**config.mk**
```make
export PLATFORM = sky130hd
export DESIGN_NAME = lobm_ctrl
export DESIGN_NICKNAME = d
export VERILOG_FILES = /design/src/hdl/lobm_pkg.sv /design/src/hdl/lobm_ctrl.sv
export SDC_FILE = /design/constraint.sdc
export NUM_CORES = 1
export LEC_CHECK = 0
export ABC_AREA = 1
export BUFFER_PORTS_ARGS = -buffer_cell sky130_fd_sc_hd__buf_2
export CELL_PAD_IN_SITES_DETAIL_PLACEMENT = 1
export CELL_PAD_IN_SITES_GLOBAL_PLACEMENT = 1
export CORE_ASPECT_RATIO = 0.7
export CORE_MARGIN = 2
export CORE_UTILIZATION = 42
export DETAILED_ROUTE_END_ITERATION = 7
export GPL_TIMING_DRIVEN = 0
export PLACE_DENSITY = 0.83
export SYNTH_ARGS = -nofsm -noshare
export SYNTH_HDL_FRONTEND = slang
export SYNTH_SLANG_ARGS = --single-unit
export TNS_END_PERCENT = 10
```
**constraint.sdc**
```tcl
create_clock -name aclk -period 3.3 [get_ports aclk]
set_input_delay 0.165 -clock aclk [delete_from_list [all_inputs] [get_ports aclk]]
set_output_delay 0.165 -clock aclk [all_outputs]
set_load 0.01 [all_outputs]
```
**src/hdl/lobm_pkg.sv**
```systemverilog
// Shared constants, codes and controller/datapath interface types for the order book matcher.
package lobm_pkg;

    // Book geometry
    localparam int ORDER_SLOTS  = 64;
    localparam int SLOT_W       = 6;
    localparam int PTR_W        = SLOT_W + 1;
    localparam int PRICE_LEVELS = 1024;
    localparam int LVL_W        = 10;
    localparam int LI_W         = LVL_W + 1;
    localparam int LI_DEPTH     = 2 * PRICE_LEVELS;
    localparam int CNT_W        = SLOT_W + 1;
    localparam int BEST_W       = LVL_W + 2;

    // Field widths
    localparam int ID_W  = 31;
    localparam int QTY_W = 16;

    // Stream packing
    localparam int S_TDATA_W = 64;
    localparam int M_TDATA_W = 56;

    localparam logic [PTR_W-1:0]  NIL_PTR  = PTR_W'(ORDER_SLOTS);
    localparam logic [LI_W-1:0]   CLR_LAST = LI_W'(LI_DEPTH - 1);
    localparam logic [CNT_W-1:0]  POOL_FULL_CNT = CNT_W'(ORDER_SLOTS);
    localparam logic [SLOT_W-1:0] SCAN_LAST = SLOT_W'(ORDER_SLOTS - 1);
    localparam logic signed [BEST_W-1:0] BID_NONE = -BEST_W'(1);
    localparam logic signed [BEST_W-1:0] ASK_NONE = BEST_W'(PRICE_LEVELS);

    // Request kinds
    typedef enum logic [1:0] {
        ACT_ADD    = 2'd0,
        ACT_CANCEL = 2'd1,
        ACT_MODIFY = 2'd2,
        ACT_NONE   = 2'd3
    } action_t;

    // Result status codes
    localparam logic [1:0] RES_OK        = 2'd0;
    localparam logic [1:0] RES_UNKNOWN   = 2'd1;
    localparam logic [1:0] RES_POOL_FULL = 2'd2;

    // Controller states
    typedef enum logic [4:0] {
        ST_CLEAR, ST_IDLE, ST_DECODE, ST_ADD_START, ST_LVL_CHK, ST_HEAD_RD, ST_HEAD_CHK,
        ST_LVL_NEXT, ST_FILL, ST_EMIT_FILL, ST_FIX_BID, ST_FIX_BID_CHK, ST_FIX_ASK,
        ST_FIX_ASK_CHK, ST_REST_CHK, ST_REST_POP, ST_REST_WR, ST_REST_LINK, ST_FIND,
        ST_FIND_CHK, ST_UNL_RD, ST_UNL_CHK, ST_WALK_RD, ST_WALK_CHK, ST_RELEASE,
        ST_FIN_ZERO, ST_FIN_UNK, ST_FIN_FULL, ST_FIN_REST
    } state_t;

    // Datapath operations
    typedef enum logic [4:0] {
        OP_NOP, OP_CLEAR, OP_IDLE, OP_DECODE, OP_ADD_START, OP_HEAD_RD, OP_HEAD_CHK,
        OP_LVL_NEXT, OP_FILL, OP_EMIT_FILL, OP_FIX_BID, OP_FIX_BID_CHK, OP_FIX_ASK,
        OP_FIX_ASK_CHK, OP_REST_POP, OP_REST_WR, OP_REST_LINK, OP_FIND, OP_FIND_CHK,
        OP_UNL_RD, OP_UNL_CHK, OP_WALK_RD, OP_WALK_CHK, OP_RELEASE, OP_FIN_ZERO,
        OP_FIN_UNK, OP_FIN_FULL, OP_FIN_REST
    } op_t;

    typedef struct packed {
        op_t op;
    } cmd_t;

    typedef struct packed {
        logic    clr_done;
        logic    in_fire;
        action_t action;
        logic    rem_zero;
        logic    pool_empty;
        logic    lvl_go;
        logic    head_nil;
        logic    fill_done;
        logic    find_hit;
        logic    scan_last;
        logic    unl_hit;
        logic    walk_end;
        logic    bid_none;
        logic    ask_none;
        logic    out_free;
    } stat_t;

endpackage

```
**src/hdl/lobm_ctrl.sv**
```systemverilog
// Sequencer for the order book: walks each request through its steps and commands the datapath.
module lobm_ctrl import lobm_pkg::*; (
    input  logic  aclk,
    input  logic  aresetn,
    input  stat_t stat,
    output cmd_t  cmd
);

    state_t state_reg, state_next;
    logic   ctx_reg, ctx_next;   // 1: fix of best prices follows a match walk

    // State register
    always_ff @(posedge aclk) begin
        if (!aresetn) begin
            state_reg <= ST_CLEAR;
            ctx_reg   <= 1'b0;
        end else begin
            state_reg <= state_next;
            ctx_reg   <= ctx_next;
        end
    end

    // Next state
    always_comb begin
        state_next = state_reg;
        ctx_next   = ctx_reg;
        unique case (state_reg)
            ST_CLEAR:      if (stat.clr_done) state_next = ST_IDLE;
            ST_IDLE:       if (stat.in_fire) state_next = ST_DECODE;
            ST_DECODE: begin
                ctx_next = 1'b0;
                priority case (stat.action)
                    ACT_ADD:                state_next = ST_ADD_START;
                    ACT_CANCEL, ACT_MODIFY: state_next = ST_FIND;
                    default:                state_next = ST_FIN_ZERO;
                endcase
            end
            ST_ADD_START: begin
                ctx_next = 1'b1;
                priority if (stat.rem_zero) state_next = ST_FIN_ZERO;
                else if (stat.pool_empty)   state_next = ST_FIN_FULL;
                else                        state_next = ST_LVL_CHK;
            end
            ST_LVL_CHK:    state_next = stat.lvl_go ? ST_HEAD_RD : ST_FIX_BID;
            ST_HEAD_RD:    state_next = ST_HEAD_CHK;
            ST_HEAD_CHK:   state_next = (stat.head_nil || stat.rem_zero) ? ST_LVL_NEXT : ST_FILL;
            ST_LVL_NEXT:   state_next = ST_LVL_CHK;
            ST_FILL:       state_next = stat.fill_done ? ST_EMIT_FILL : ST_HEAD_CHK;
            ST_EMIT_FILL:  if (stat.out_free) state_next = ST_HEAD_CHK;
            ST_FIX_BID:    state_next = stat.bid_none ? ST_FIX_ASK : ST_FIX_BID_CHK;
            ST_FIX_BID_CHK: state_next = stat.head_nil ? ST_FIX_BID : ST_FIX_ASK;
            ST_FIX_ASK, ST_FIX_ASK_CHK: begin
                if ((state_reg == ST_FIX_ASK && !stat.ask_none)) begin
                    state_next = ST_FIX_ASK_CHK;
                end else if (state_reg == ST_FIX_ASK_CHK && stat.head_nil) begin
                    state_next = ST_FIX_ASK;
                end else if (ctx_reg) begin
                    state_next = ST_REST_CHK;
                end else if (stat.action == ACT_CANCEL) begin
                    state_next = ST_FIN_ZERO;
                end else begin
                    state_next = ST_ADD_START;
                end
            end
            ST_REST_CHK:   state_next = stat.rem_zero ? ST_FIN_ZERO : ST_REST_POP;
            ST_REST_POP:   state_next = ST_REST_WR;
            ST_REST_WR:    state_next = ST_REST_LINK;
            ST_REST_LINK:  state_next = ST_FIN_REST;
            ST_FIND:       state_next = ST_FIND_CHK;
            ST_FIND_CHK: begin
                priority if (stat.find_hit) state_next = ST_UNL_RD;
                else if (stat.scan_last)    state_next = ST_FIN_UNK;
                else                        state_next = ST_FIND;
            end
            ST_UNL_RD:     state_next = ST_UNL_CHK;
            ST_UNL_CHK:    state_next = stat.unl_hit ? ST_RELEASE : ST_WALK_RD;
            ST_WALK_RD:    state_next = ST_WALK_CHK;
            ST_WALK_CHK:   state_next = stat.walk_end ? ST_RELEASE : ST_WALK_RD;
            ST_RELEASE:    state_next = ST_FIX_BID;
            ST_FIN_ZERO, ST_FIN_UNK, ST_FIN_FULL, ST_FIN_REST: begin
                if (stat.out_free) state_next = ST_IDLE;
            end
            default:       state_next = ST_CLEAR;
        endcase
    end

    // Command decode
    always_comb begin
        unique case (state_reg)
            ST_CLEAR:       cmd.op = OP_CLEAR;
            ST_IDLE:        cmd.op = OP_IDLE;
            ST_DECODE:      cmd.op = OP_DECODE;
            ST_ADD_START:   cmd.op = OP_ADD_START;
            ST_HEAD_RD:     cmd.op = OP_HEAD_RD;
            ST_HEAD_CHK:    cmd.op = OP_HEAD_CHK;
            ST_LVL_NEXT:    cmd.op = OP_LVL_NEXT;
            ST_FILL:        cmd.op = OP_FILL;
            ST_EMIT_FILL:   cmd.op = OP_EMIT_FILL;
            ST_FIX_BID:     cmd.op = OP_FIX_BID;
            ST_FIX_BID_CHK: cmd.op = OP_FIX_BID_CHK;
            ST_FIX_ASK:     cmd.op = OP_FIX_ASK;
            ST_FIX_ASK_CHK: cmd.op = OP_FIX_ASK_CHK;
            ST_REST_POP:    cmd.op = OP_REST_POP;
            ST_REST_WR:     cmd.op = OP_REST_WR;
            ST_REST_LINK:   cmd.op = OP_REST_LINK;
            ST_FIND:        cmd.op = OP_FIND;
            ST_FIND_CHK:    cmd.op = OP_FIND_CHK;
            ST_UNL_RD:      cmd.op = OP_UNL_RD;
            ST_UNL_CHK:     cmd.op = OP_UNL_CHK;
            ST_WALK_RD:     cmd.op = OP_WALK_RD;
            ST_WALK_CHK:    cmd.op = OP_WALK_CHK;
            ST_RELEASE:     cmd.op = OP_RELEASE;
            ST_FIN_ZERO:    cmd.op = OP_FIN_ZERO;
            ST_FIN_UNK:     cmd.op = OP_FIN_UNK;
            ST_FIN_FULL:    cmd.op = OP_FIN_FULL;
            ST_FIN_REST:    cmd.op = OP_FIN_REST;
            default:        cmd.op = OP_NOP;
        endcase
    end

endmodule

```
Yosys cells after proc, flatten, opt, wreduce, memory -nomap -nowiden
Memory sizes are Yosys's and may differ from the RTL's. A register that Yosys moved wholly into a read port is not among the register bits.
Cells that the tools add are included.

word-level totals
  flip-flop bits (word level) = 6
  output and inout port bits = 5
  logic and storage cells = 73
  bits of input ports = 18
  memory bits (read-only) = 160
  memories = 1

operators by class
  mux-type cells = 25
  reductions and logical operators = 11
  eq/ne operators = 34

memories
  name             depth  bits a word  read ports  clocked after Yosys merged registers in  wr ports  line             text
  (no name shown)  32     5            1           1                                        0         lobm_ctrl.sv:89  unique case (state_reg)

operator list
  cell                  number
  $pmux W5 S25          1
  $eq A5 B5 Y1 const B  13
  $mux W5               13
  $eq A5 B4 Y1 const B  8
  $mux W4               7
  $eq A5 B3 Y1 const B  4
  $eq A5 B2 Y1 const B  2
  $pmux W5 S2           1
  $ne A2 B2 Y1 const B  4
  $mux W3               2
  $eq A5 B1 Y1 const B  1
  $logic_not A5 Y1      1
  $reduce_and A4 Y1     1
  $reduce_or A2 Y1      2
  $reduce_or A4 Y1      1
  $eq A2 B1 Y1 const B  1
  $eq A2 B2 Y1 const B  1
  $logic_and A1 B1 Y1   2
  $logic_not A2 Y1      1
  $pmux W1 S2           1
  $reduce_bool A2 Y1    1
  $logic_not A1 Y1      1
  $logic_or A1 B1 Y1    1

Logic depth before layout (Yosys ltp)
Gate-level depths: netlist (run 1).

  depth in word-level cells = 8
  depth in mapped cells = 19
  gate-level depth less buffers = 19

Least setup slack after synthesis (run 1)
No wires, ideal clock.

  path type = register -> register
  start = register state_reg[0]
  end = register cmd[1] (netlist name)
  setup slack = 1120 ps
  data required time = 3187 ps
  period minus slack after synthesis = 2180 ps
  buffers on the path = 0
  setup time = 113 ps
  stages on the path, launching flop included = 18
  data arrival time = 2067 ps
  cell sequence = dfxtp_1 > nor2_2 > nand2_2 > nand3_2 > a21oi_2 > nor2_4 > inv_2 > nand2_1 > nand2_1 > nor2_1 > inv_1 > ha_1 > inv_1 > nand2_1 > nand2_1 > o21ai_1 > nand3_1 > nand2_1

on the way
  longest elaborated chain between the ends = 7
  elaborated cells between the ends (all ways) = 43
  classes of those cells = eq/ne (32); mux (5); reduce/logical (6)

ends and longest elaborated chain
  element                                     line                              text
  from (decl)                                 lobm_ctrl.sv:9                    state_t state_reg, state_next;
  from (signal assigned)                      lobm_ctrl.sv:18                   state_reg <= state_next;
  $eq A5 B4 Y1                                lobm_ctrl.sv:27, lobm_ctrl.sv:55
  $logic_and A1 B1 Y1                         lobm_ctrl.sv:55                   end else if (state_reg == ST_FIX_ASK_CHK && stat.head_nil) begin
  $mux W5                                     lobm_ctrl.sv:55
  $mux W5                                     lobm_ctrl.sv:53                   if ((state_reg == ST_FIX_ASK && !stat.ask_none)) begin
  $pmux W5 S25                                lobm_ctrl.sv:27                   unique case (state_reg)
  $mux W5 (no source line) (*) (2 in series)  n/a

Every way passes the cells marked *; elsewhere a longest branch is shown, timed or not.
A chain may end at the register's enable or synchronous reset.

Worst setup path after layout (run 1)
  start = register state_reg[0]
  end = register cmd[1] (netlist name)

on the way
  longest elaborated chain between the ends = 7
  elaborated cells between the ends (all ways) = 43
  classes of those cells = eq/ne (32); mux (5); reduce/logical (6)

ends and longest elaborated chain
  element                                     line
  $eq A5 B4 Y1                                lobm_ctrl.sv:27, lobm_ctrl.sv:55
  $logic_and A1 B1 Y1                         lobm_ctrl.sv:55
  $mux W5                                     lobm_ctrl.sv:55
  $mux W5                                     lobm_ctrl.sv:53
  $pmux W5 S25                                lobm_ctrl.sv:27
  $mux W5 (no source line) (*) (2 in series)  n/a

Marked as above.

==> run metrics, run 1 <==
Detailed Route WL ~5.3 mm; Final Power ~1.7 mW; Placer Congestion 0.8826; cell repeated most along the worst path nand2_1; dpl hpwl 4.484 mm; CP peak stage delay 400 ps; RSZ-0062 raised after global routing no; Syn Area/Cell 5.663 um^2; Yosys cell types 26; CTS Buf Count 3; IO Pins 23; Final min period 2739 ps; Setup crit end kind flop; delay-heaviest family, CP simple AND/OR/NAND/NOR gates; postcts setup bufs 0; worst hold slack 310.9 ps; CTS Buffer Depth 2; Max FO, Critical Path 7; final count of negative-setup-slack endpoints 0; Startpoint Class flop; DR pass1 iterations 4; fmax 365.0 MHz; Crit path buffers/inverters 3; WP data required 3440 ps; Die H 54.48 um; Fin Setup TNS 0 ps; number of port buffers 22; post-CTS sizing 0; DRC 0; Worst-path clk slew ~60 ps; Antenna Cells 0; clock root buffer clkbuf_8; width of the chip 76.12 um; cells on worst reg2reg path 17; clk sink count 11; critical path arrival around 2900 ps; Final #Nets approximately 320; Syn Std Cell Area 0.001529 mm^2; Worst Setup Path Type flop to flop; commonest cells after routing, fill and taps aside nand2_1 (66), nand3_1 (39), nor2_1 (35); status complete, no violations; Lkg Pwr approximately 0.96 nW; vias per inst ~5.3; drt wl/cell 15.34 um; final hold violations 0; Slowest cell on crit path dfxtp_1; share of layout cells above drive strength 1 22.97%; Final Skew 2.221 ps; Pwr per Cell Area 958.5 mW/mm^2; number of cells on the critical path 17; Syn Inst Count 270; H-tree depth 1; fin util 49.72%; CTS tree done; Antenna Nets Post-Route 0; Site Rows 18; initial antenna violation count 0; Die ar. around 0.0041 mm^2; Final period util 83.01%; Area growth syn-to-layout 14.24%; Worst VDD drop 484.1 uV; CP cell instances nor2_2 > nand2_2 > nand3_2 > a21oi_2 > nor2_4 > inv_2 > nand2_1 > nand2_1 > nor2_1 > inv_1 > ha_1 > inv_1 > nand2_1 > nand2_1 > o21ai_1 > nand3_1 > nand2_1; worst skew pair latency approximately 240 ps; cell depth of the worst min-delay path 3; Synth Register Bits 11; Starting Density 43.52%; first-pass GRT wire length 8.776 mm; Syn Nets around 300; Seq/Total Area, Yosys about 14%; number of max-cap violations 0; HP Class input port to flop; Starting DRT DRC Count about 200; Slew HR 75.94%; number of global-route vias before repair about 1,700; largest net degree at the start of global routing 11; DR vias 1,836; commonest non-fill, non-tap cell in the layout nand2_1; grt ovf 0; fin. max-slew vios 0; Slew @ Worst Pin 358.1 ps; cts hold-fix bufs 0; placeable core region roughly 0.0035 mm^2; Yosys warnings 0; GR Util All Layers 27.59%
kinds of logic (layout without fill, tap and decap cells):
family          after synthesis  after routing  share of synthesized area (%)
fa+ha+maj                     8              8                          6.547
flops                        11             11                          14.40
buf+inv                      47             73                          12.52
simple gates                185            185                          59.00
compound gates               19             19                          7.529
power by group:
part | switching (mW) | internal, mW | total (mW)
clock network | 0.0571 | 0.0853 | 0.142
logic | 0.894 | 0.399 | 1.29
registers | 0.0495 | 0.189 | 0.238
total | 1.00 | 0.673 | 1.67
final timing paths:
path / from / slack [ps] / end
max: state_reg[0]$_SDFFE_PN0P_ / 560 / cmd[1]$_DFF_P_
min: aresetn / 310 / state_reg[2]$_SDFFE_PN0P_
max reg2reg: state_reg[0]$_SDFFE_PN0P_ / 560 / cmd[1]$_DFF_P_
min reg2reg: ctx_reg$_SDFFE_PN0P_ / 490 / ctx_reg$_SDFFE_PN0P_
synthesized netlist by cell type (all sizes together):
library cell	count	area, um^2
a21oi	7	42.54
o211ai	1	7.510
nor2	48	232.7
nand2	75	314.1
nand3	44	245.2
clkinv	1	5.000
buf	4	26.27
nand3b	2	15.01
nand4	12	75.07
ha	8	100.1
inv	42	160.2
dfxtp	11	220.2
o22ai	1	12.51
o21a	1	7.510
o21ai	9	45.04
nor3	4	20.02
per-stage QoR:
step           instances  setup slack [ps]  area [um^2]
2_1_floorplan        270              1120         1529
3_3_place_gp         342             640.5         1702
3_5_place_dp         342             549.0         1702
4_1_cts              346             532.1         1747
5_1_grt              346             213.4         1747
6_report             346             560.6         1747
layout make-up:
type                    count  area (um^2)
well taps                  50        62.56
flip-flops and latches     11        220.2
multi-input cells         212         1117
clock buffers               4        45.04
plain buffers               4        26.28
inverters                  43        165.2
repair buffers             22        110.1
fillers                   536         1767
worst min-delay path, stage by stage:
cell and delay [ps]:
buf_2 160, nand2_4 110, inv_2 60
layer usage:
| layer | wire [um] | track usage [%] | part of all wire [%] |
|---|---|---|---|
| met5 | 0 | 0 | 0 |
| met4 | 9 | 2.424 | 0.17 |
| met3 | 477 | 8.086 | 9.0 |
| met2 | 2173 | 42.41 | 41 |
| met1 | 2648 | 39.76 | 50 |
(Power assumes the default switching activity.)
==> run 2, diff against run 1 <==
--- a/config.mk
+++ b/config.mk
@@ -11,10 +11,10 @@
 export CELL_PAD_IN_SITES_GLOBAL_PLACEMENT = 1
 export CORE_ASPECT_RATIO = 0.7
 export CORE_MARGIN = 2
-export CORE_UTILIZATION = 42
+export CORE_UTILIZATION = 39
 export DETAILED_ROUTE_END_ITERATION = 7
 export GPL_TIMING_DRIVEN = 0
-export PLACE_DENSITY = 0.83
+export PLACE_DENSITY = 0.78
 export SYNTH_ARGS = -nofsm -noshare
 export SYNTH_HDL_FRONTEND = slang
 export SYNTH_SLANG_ARGS = --single-unit
==> constraint.sdc (replaced) <==
create_clock -name aclk -period 2.7 [get_ports aclk]
set_input_delay 0.135 -clock aclk [delete_from_list [all_inputs] [get_ports aclk]]
set_output_delay 0.135 -clock aclk [all_outputs]
set_load 0.01 [all_outputs]
==> run 2 against run 1 <==
Fmax increased by 12%; critical path depth is 1 higher; routed wire length down 1.8%; final cell count grew 0.58%; via count down 1.6%; combinational power up 26%; clock skew barely moved; register-to-register slack got worse by 300 ps; critical path type unchanged.
==> run metrics, run 2 (synthesis results as in run 1) <==
Setup crit end kind flop; status complete, no violations; number of max-cap violations 0; number of global-route vias before repair 1,678; Slew HR 80.05%; largest net degree at the start of global routing 11; GR Util All Layers 25.14%; worst flop-to-flop path startpoint state_reg[1]$_SDFFE_PN0P_; Layout fillers ~550; IO Pins 23; Final period util 90.40%; CTS tree done; WP data required 2840 ps; Lkg Pwr just under 1 nW; CP cell instances inv_2 > nand2_2 > nor2_2 > nand2_1 > o22ai_2 > nor2_4 > inv_2 > nand2_1 > nand2_1 > nor2_4 > inv_1 > ha_2 > inv_1 > nand2_1 > nand2_1 > o21ai_1 > nand3_1 > nand2_1; Final Skew 1.959 ps; CP peak stage delay 420 ps; HP Class input port to flop; Fin Setup TNS 0 ps; clk sink count 11; Detailed Route WL around 5.2 mm; Worst VDD drop 607.4 uV; Max FO, Critical Path 7; initial antenna violation count 0; Antenna Nets Post-Route 0; dpl hpwl 4.320 mm; grt ovf 0; DR vias 1,807; H-tree depth 1; Final Power 2.091 mW; placeable core region 0.003649 mm^2; commonest cells after routing, fill and taps aside nand2_1 (66), nand3_1 (39), inv_1 (34); RSZ-0062 raised after global routing no; vias per inst 5.193; Site Rows 18; delay-heaviest family, CP simple AND/OR/NAND/NOR gates; Final #Nets 325; Pwr per Cell Area about 1200 mW/mm^2; share of layout cells above drive strength 1 26.51%; DR pass1 iterations 4; Starting Density 41.91%; final count of negative-setup-slack endpoints 0; crit path from state_reg[1]$_SDFFE_PN0P_; Startpoint Class flop; Slowest cell on crit path dfxtp_2; Placer Congestion ~1; Worst Setup Path Type flop to flop; CTS Buf Count 3; DRC 0; worst skew pair latency ~240 ps; fin. max-slew vios 0; Die ar. 0.004445 mm^2; number of port buffers 22; Area growth syn-to-layout 17.84%; CTS Buffer Depth 2; Hold Path Origin aresetn; commonest non-fill, non-tap cell in the layout nand2_1; Starting DRT DRC Count 169; Slew @ Worst Pin slightly below 300 ps; drt wl/cell 14.97 um; Antenna Cells 0; critical path arrival 2580 ps; cell repeated most along the worst path nand2_1; fmax 409.7 MHz; first-pass GRT wire length 8.645 mm; Die H 56.39 um; Worst-path clk slew 50 ps; Final min period 2441 ps; Crit path buffers/inverters 4; final hold violations 0; clock root buffer clkbuf_8; width of the chip 78.84 um
[run 2: cell types whose count changed in the layout (fill, tap and decap cells not counted), moves of 2 or more]
cell and change:
dfxtp_1 -4, dfxtp_2 +4, buf_4 +3, nor2_1 -3, nor2_4 +3, buf_2 -2
[run 2: what timing repair did]
| action | 4_1_cts | 5_1_grt |
|---|---|---|
| setup buffers | 0 | 2 |
| setup endpoints to repair | 1 | 4 |
| gates resized for setup | 2 | 13 |
| hold buffers | 0 | 0 |
| pin swaps | 0 | 2 |
[run 2: metrics by stage]
stage | instances | setup WS, ps | hold WS (ps) | cell area (um^2) | utilization (%)
2_1_floorplan | 270 | 519.6 | 275.6 | 1529 | -
3_3_place_gp | 342 | 22.92 | 468.0 | 1702 | 46.64
3_5_place_dp | 342 | -26.70 | 478.4 | 1702 | 46.64
4_1_cts | 346 | 61.71 | 270.9 | 1754 | 48.08
5_1_grt | 348 | 0.3624 | 290.0 | 1802 | 49.38
6_report | 348 | 259.2 | 274.6 | 1802 | 49.38
[run 2: worst paths after layout]
| check | cells after the start | slack, ps | end |
|---|---|---|---|
| max | 18 | 260 | cmd[1]$_DFF_P_ |
| min | 3 | 270 | state_reg[2]$_SDFFE_PN0P_ |
| max reg2reg | 18 | 260 | cmd[1]$_DFF_P_ |
| min reg2reg | 2 | 480 | ctx_reg$_SDFFE_PN0P_ |
[run 2: power by group]
part           internal, mW  switching (mW)  total, mW
Combinational         0.524            1.10       1.62
Sequential            0.236          0.0642      0.301
Clock                 0.104          0.0658      0.170
[run 2: routing by layer]
layer / part of all wire (%) / track usage, % / routed length, um
met5: 0 / 0 / 0
met1: 52 / 42.57 / 2733
met3: 10 / 4.823 / 533
met2: 37 / 32.23 / 1914
met4: 0.52 / 2.709 / 27
[run 2: worst reg2reg max path, cell delays in order (launching register included)]
cell     delay [ps]
dfxtp_2         420
inv_2           130
nand2_2         120
nor2_2           60
nand2_1         100
o22ai_2          90
nor2_4          230
inv_2            80
nand2_1          70
nand2_1         100
nor2_4          150
inv_1           110
ha_2            220
inv_1            60
nand2_1          80
nand2_1         100
o21ai_1          70
nand3_1          80
nand2_1          60
[run 2: area by class of cell]
| cell class | instances | area, um^2 | share of cell area [%] |
|---|---|---|---|
| Sequential cell | 11 | 225.2 | 12.50 |
| Clock buffer | 4 | 45.04 | 2.500 |
| Multi-Input combinational cell | 212 | 1147 | 63.68 |
| Tap cell | 50 | 62.56 | 3.472 |
| Timing Repair Buffer | 24 | 125.1 | 6.944 |
| Inverter | 43 | 165.2 | 9.167 |
| Buffer | 4 | 31.28 | 1.736 |
==> run 3, diff against run 2 <==
--- a/config.mk
+++ b/config.mk
@@ -11,10 +11,10 @@
 export CELL_PAD_IN_SITES_GLOBAL_PLACEMENT = 1
 export CORE_ASPECT_RATIO = 0.7
 export CORE_MARGIN = 2
-export CORE_UTILIZATION = 39
+export CORE_UTILIZATION = 35
 export DETAILED_ROUTE_END_ITERATION = 7
 export GPL_TIMING_DRIVEN = 0
-export PLACE_DENSITY = 0.78
+export PLACE_DENSITY = 0.73
 export SYNTH_ARGS = -nofsm -noshare
 export SYNTH_HDL_FRONTEND = slang
 export SYNTH_SLANG_ARGS = --single-unit
==> constraint.sdc (replaced) <==
create_clock -name aclk -period 2.14 [get_ports aclk]
set_input_delay 0.107 -clock aclk [delete_from_list [all_inputs] [get_ports aclk]]
set_output_delay 0.107 -clock aclk [all_outputs]
set_load 0.01 [all_outputs]
==> run 3 against run 2 <==
The flow now finishes with violations (setup timing); worst hold slack got worse by 22 ps; non-clock buffer count is 21 higher; power grew 74%; clock skew about the same; combinational power rose by 83%; fmax grew 3.2%; die area rose by 11%; largest power group unchanged; highest routed layer unchanged.
==> run metrics, run 3 (synthesis results as in run 1) <==
status complete, but fails checks; violated checks setup timing; WP data required 2260 ps; Final #Nets 346; dpl hpwl 4.285 mm; cell depth of the worst min-delay path 3; Worst Setup Path Type flop to flop; Starting DRT DRC Count 200; number of port buffers 22; CP cell instances inv_6 > nor2_4 > nand3_2 > buf_4 > o21ai_0 > nand3b_1 > inv_1 > nand3_2 > nand2_2 > nand2_1 > nand2_1 > nand3_1 > nand3_1; number of max-cap violations 0; Pwr per Cell Area 1643 mW/mm^2; GR Util All Layers 24.71%; number of cells on the critical path 13; Hold Path Origin aresetn; Slew @ Worst Pin 390.5 ps; commonest cells after routing, fill and taps aside nand2_1 (53), nand3_1 (32), inv_1 (30); Setup crit end kind flop; fin util 51.67%; fin. max-slew vios 0; Die ar. 0.004922 mm^2; cells on worst reg2reg path 13; DR pass1 iterations 6; DR vias 2,068; width of the chip about 83 um; CTS Buffer Depth 2; HP Class input port to flop; fmax 423.0 MHz; RSZ-0062 raised after global routing yes; crit path from state_reg[2]$_SDFFE_PN0P_; initial antenna violation count 0; largest net degree at the start of global routing 11; number of global-route vias before repair 1,916; commonest non-fill, non-tap cell in the layout nand2_1; final count of negative-setup-slack endpoints 5; delay-heaviest family, CP simple AND/OR/NAND/NOR gates; IO Pins 23; share of layout cells above drive strength 1 42.32%; Slowest cell on crit path dfxtp_4; Crit path buffers/inverters 3; Final period util 110.5%; CTS Buf Count 3; CTS tree done; Final Power approximately 3.6 mW; vias per inst roughly 5.5; Slew HR 73.87%; Antenna Nets Post-Route 0; Worst VDD drop 644.6 uV; clk sink count 11; H-tree depth 1; Startpoint Class flop; Worst-path clk slew 50 ps; Area growth syn-to-layout 44.60%; Die H approximately 60 um; worst skew pair latency 240 ps; first-pass GRT wire length 9.673 mm; drt wl/cell 18.43 um; placeable core region 0.004279 mm^2; Multi-input gate area ~0.0013 mm^2; DRC 0; Antenna Cells 0; CP peak stage delay 450 ps; Placer Congestion 0.9018; Final Skew 1.564 ps; register area 235.2 um^2; clock root buffer clkbuf_8; Layout fillers 588; critical path arrival 2490 ps; Detailed Route WL 6.894 mm; Starting Density around 36%; grt ovf 0; Site Rows 20; Max FO, Critical Path 7; worst flop-to-flop path startpoint state_reg[2]$_SDFFE_PN0P_; fin worst setup slack -224.2 ps; Lkg Pwr 1.143 nW; final hold violations 0; FF-to-FF setup slack -220 ps; cts hold-fix bufs 0; Final min period 2364 ps
run 3: timing repair:
action | 4_1_cts | 5_1_grt
gates cloned | 1 | 0
pin swaps | 16 | 25
setup endpoints to repair | 5 | 5
gates resized for setup | 48 | 34
buffers inserted | 15 | 8
run 3: where the power goes:
part	internal, mW	switching [mW]	total (mW)
Combinational	1.12	1.85	2.97
Sequential	0.310	0.132	0.442
Clock	0.131	0.0854	0.217
Total	1.56	2.07	3.63
run 3: path summary, 6_finish.rpt:
check                                   end
setup / recovery             cmd[2]$_DFF_P_
hold / removal    state_reg[2]$_SDFFE_PN0P_
setup reg to reg             cmd[2]$_DFF_P_
hold reg to reg        ctx_reg$_SDFFE_PN0P_
run 3: tightest hold or removal path, cell delays in order:
cell and delay (ps):
buf_2 170, nand2_4 120, inv_4 50
run 3: metal layers:
metal	global-route usage, %	part of all wire [%]	vias to the layer above
met5	0	0	-
met4	4.918	3.0	0
met3	4.457	7.5	24
met2	36.52	44	105
met1	37.48	45	966
li1	-	-	973
run 3: area by class of cell:
class,instances,area share [%]
Sequential cell,11,10.64
Inverter,43,8.432
Clock buffer,4,2.037
Timing Repair Buffer,45,13.19
Multi-Input combinational cell,212,60.55
Tap cell,55,3.113
Buffer,4,2.037
run 3: per-stage QoR:
step	std cells	instance area, um^2	setup slack [ps]	setup TNS, ps	hold WS [ps]
after CTS	367	2026	-70.58	-152.0	238.1
after floorplan	270	1536	3.128	0	247.6
after global placement	347	1715	-531.3	-2051	468.5
after global routing	374	2211	-289.5	-1170	250.4
after detailed placement	347	1715	-556.3	-2199	482.6
final	374	2211	-224.2	-880.8	252.4
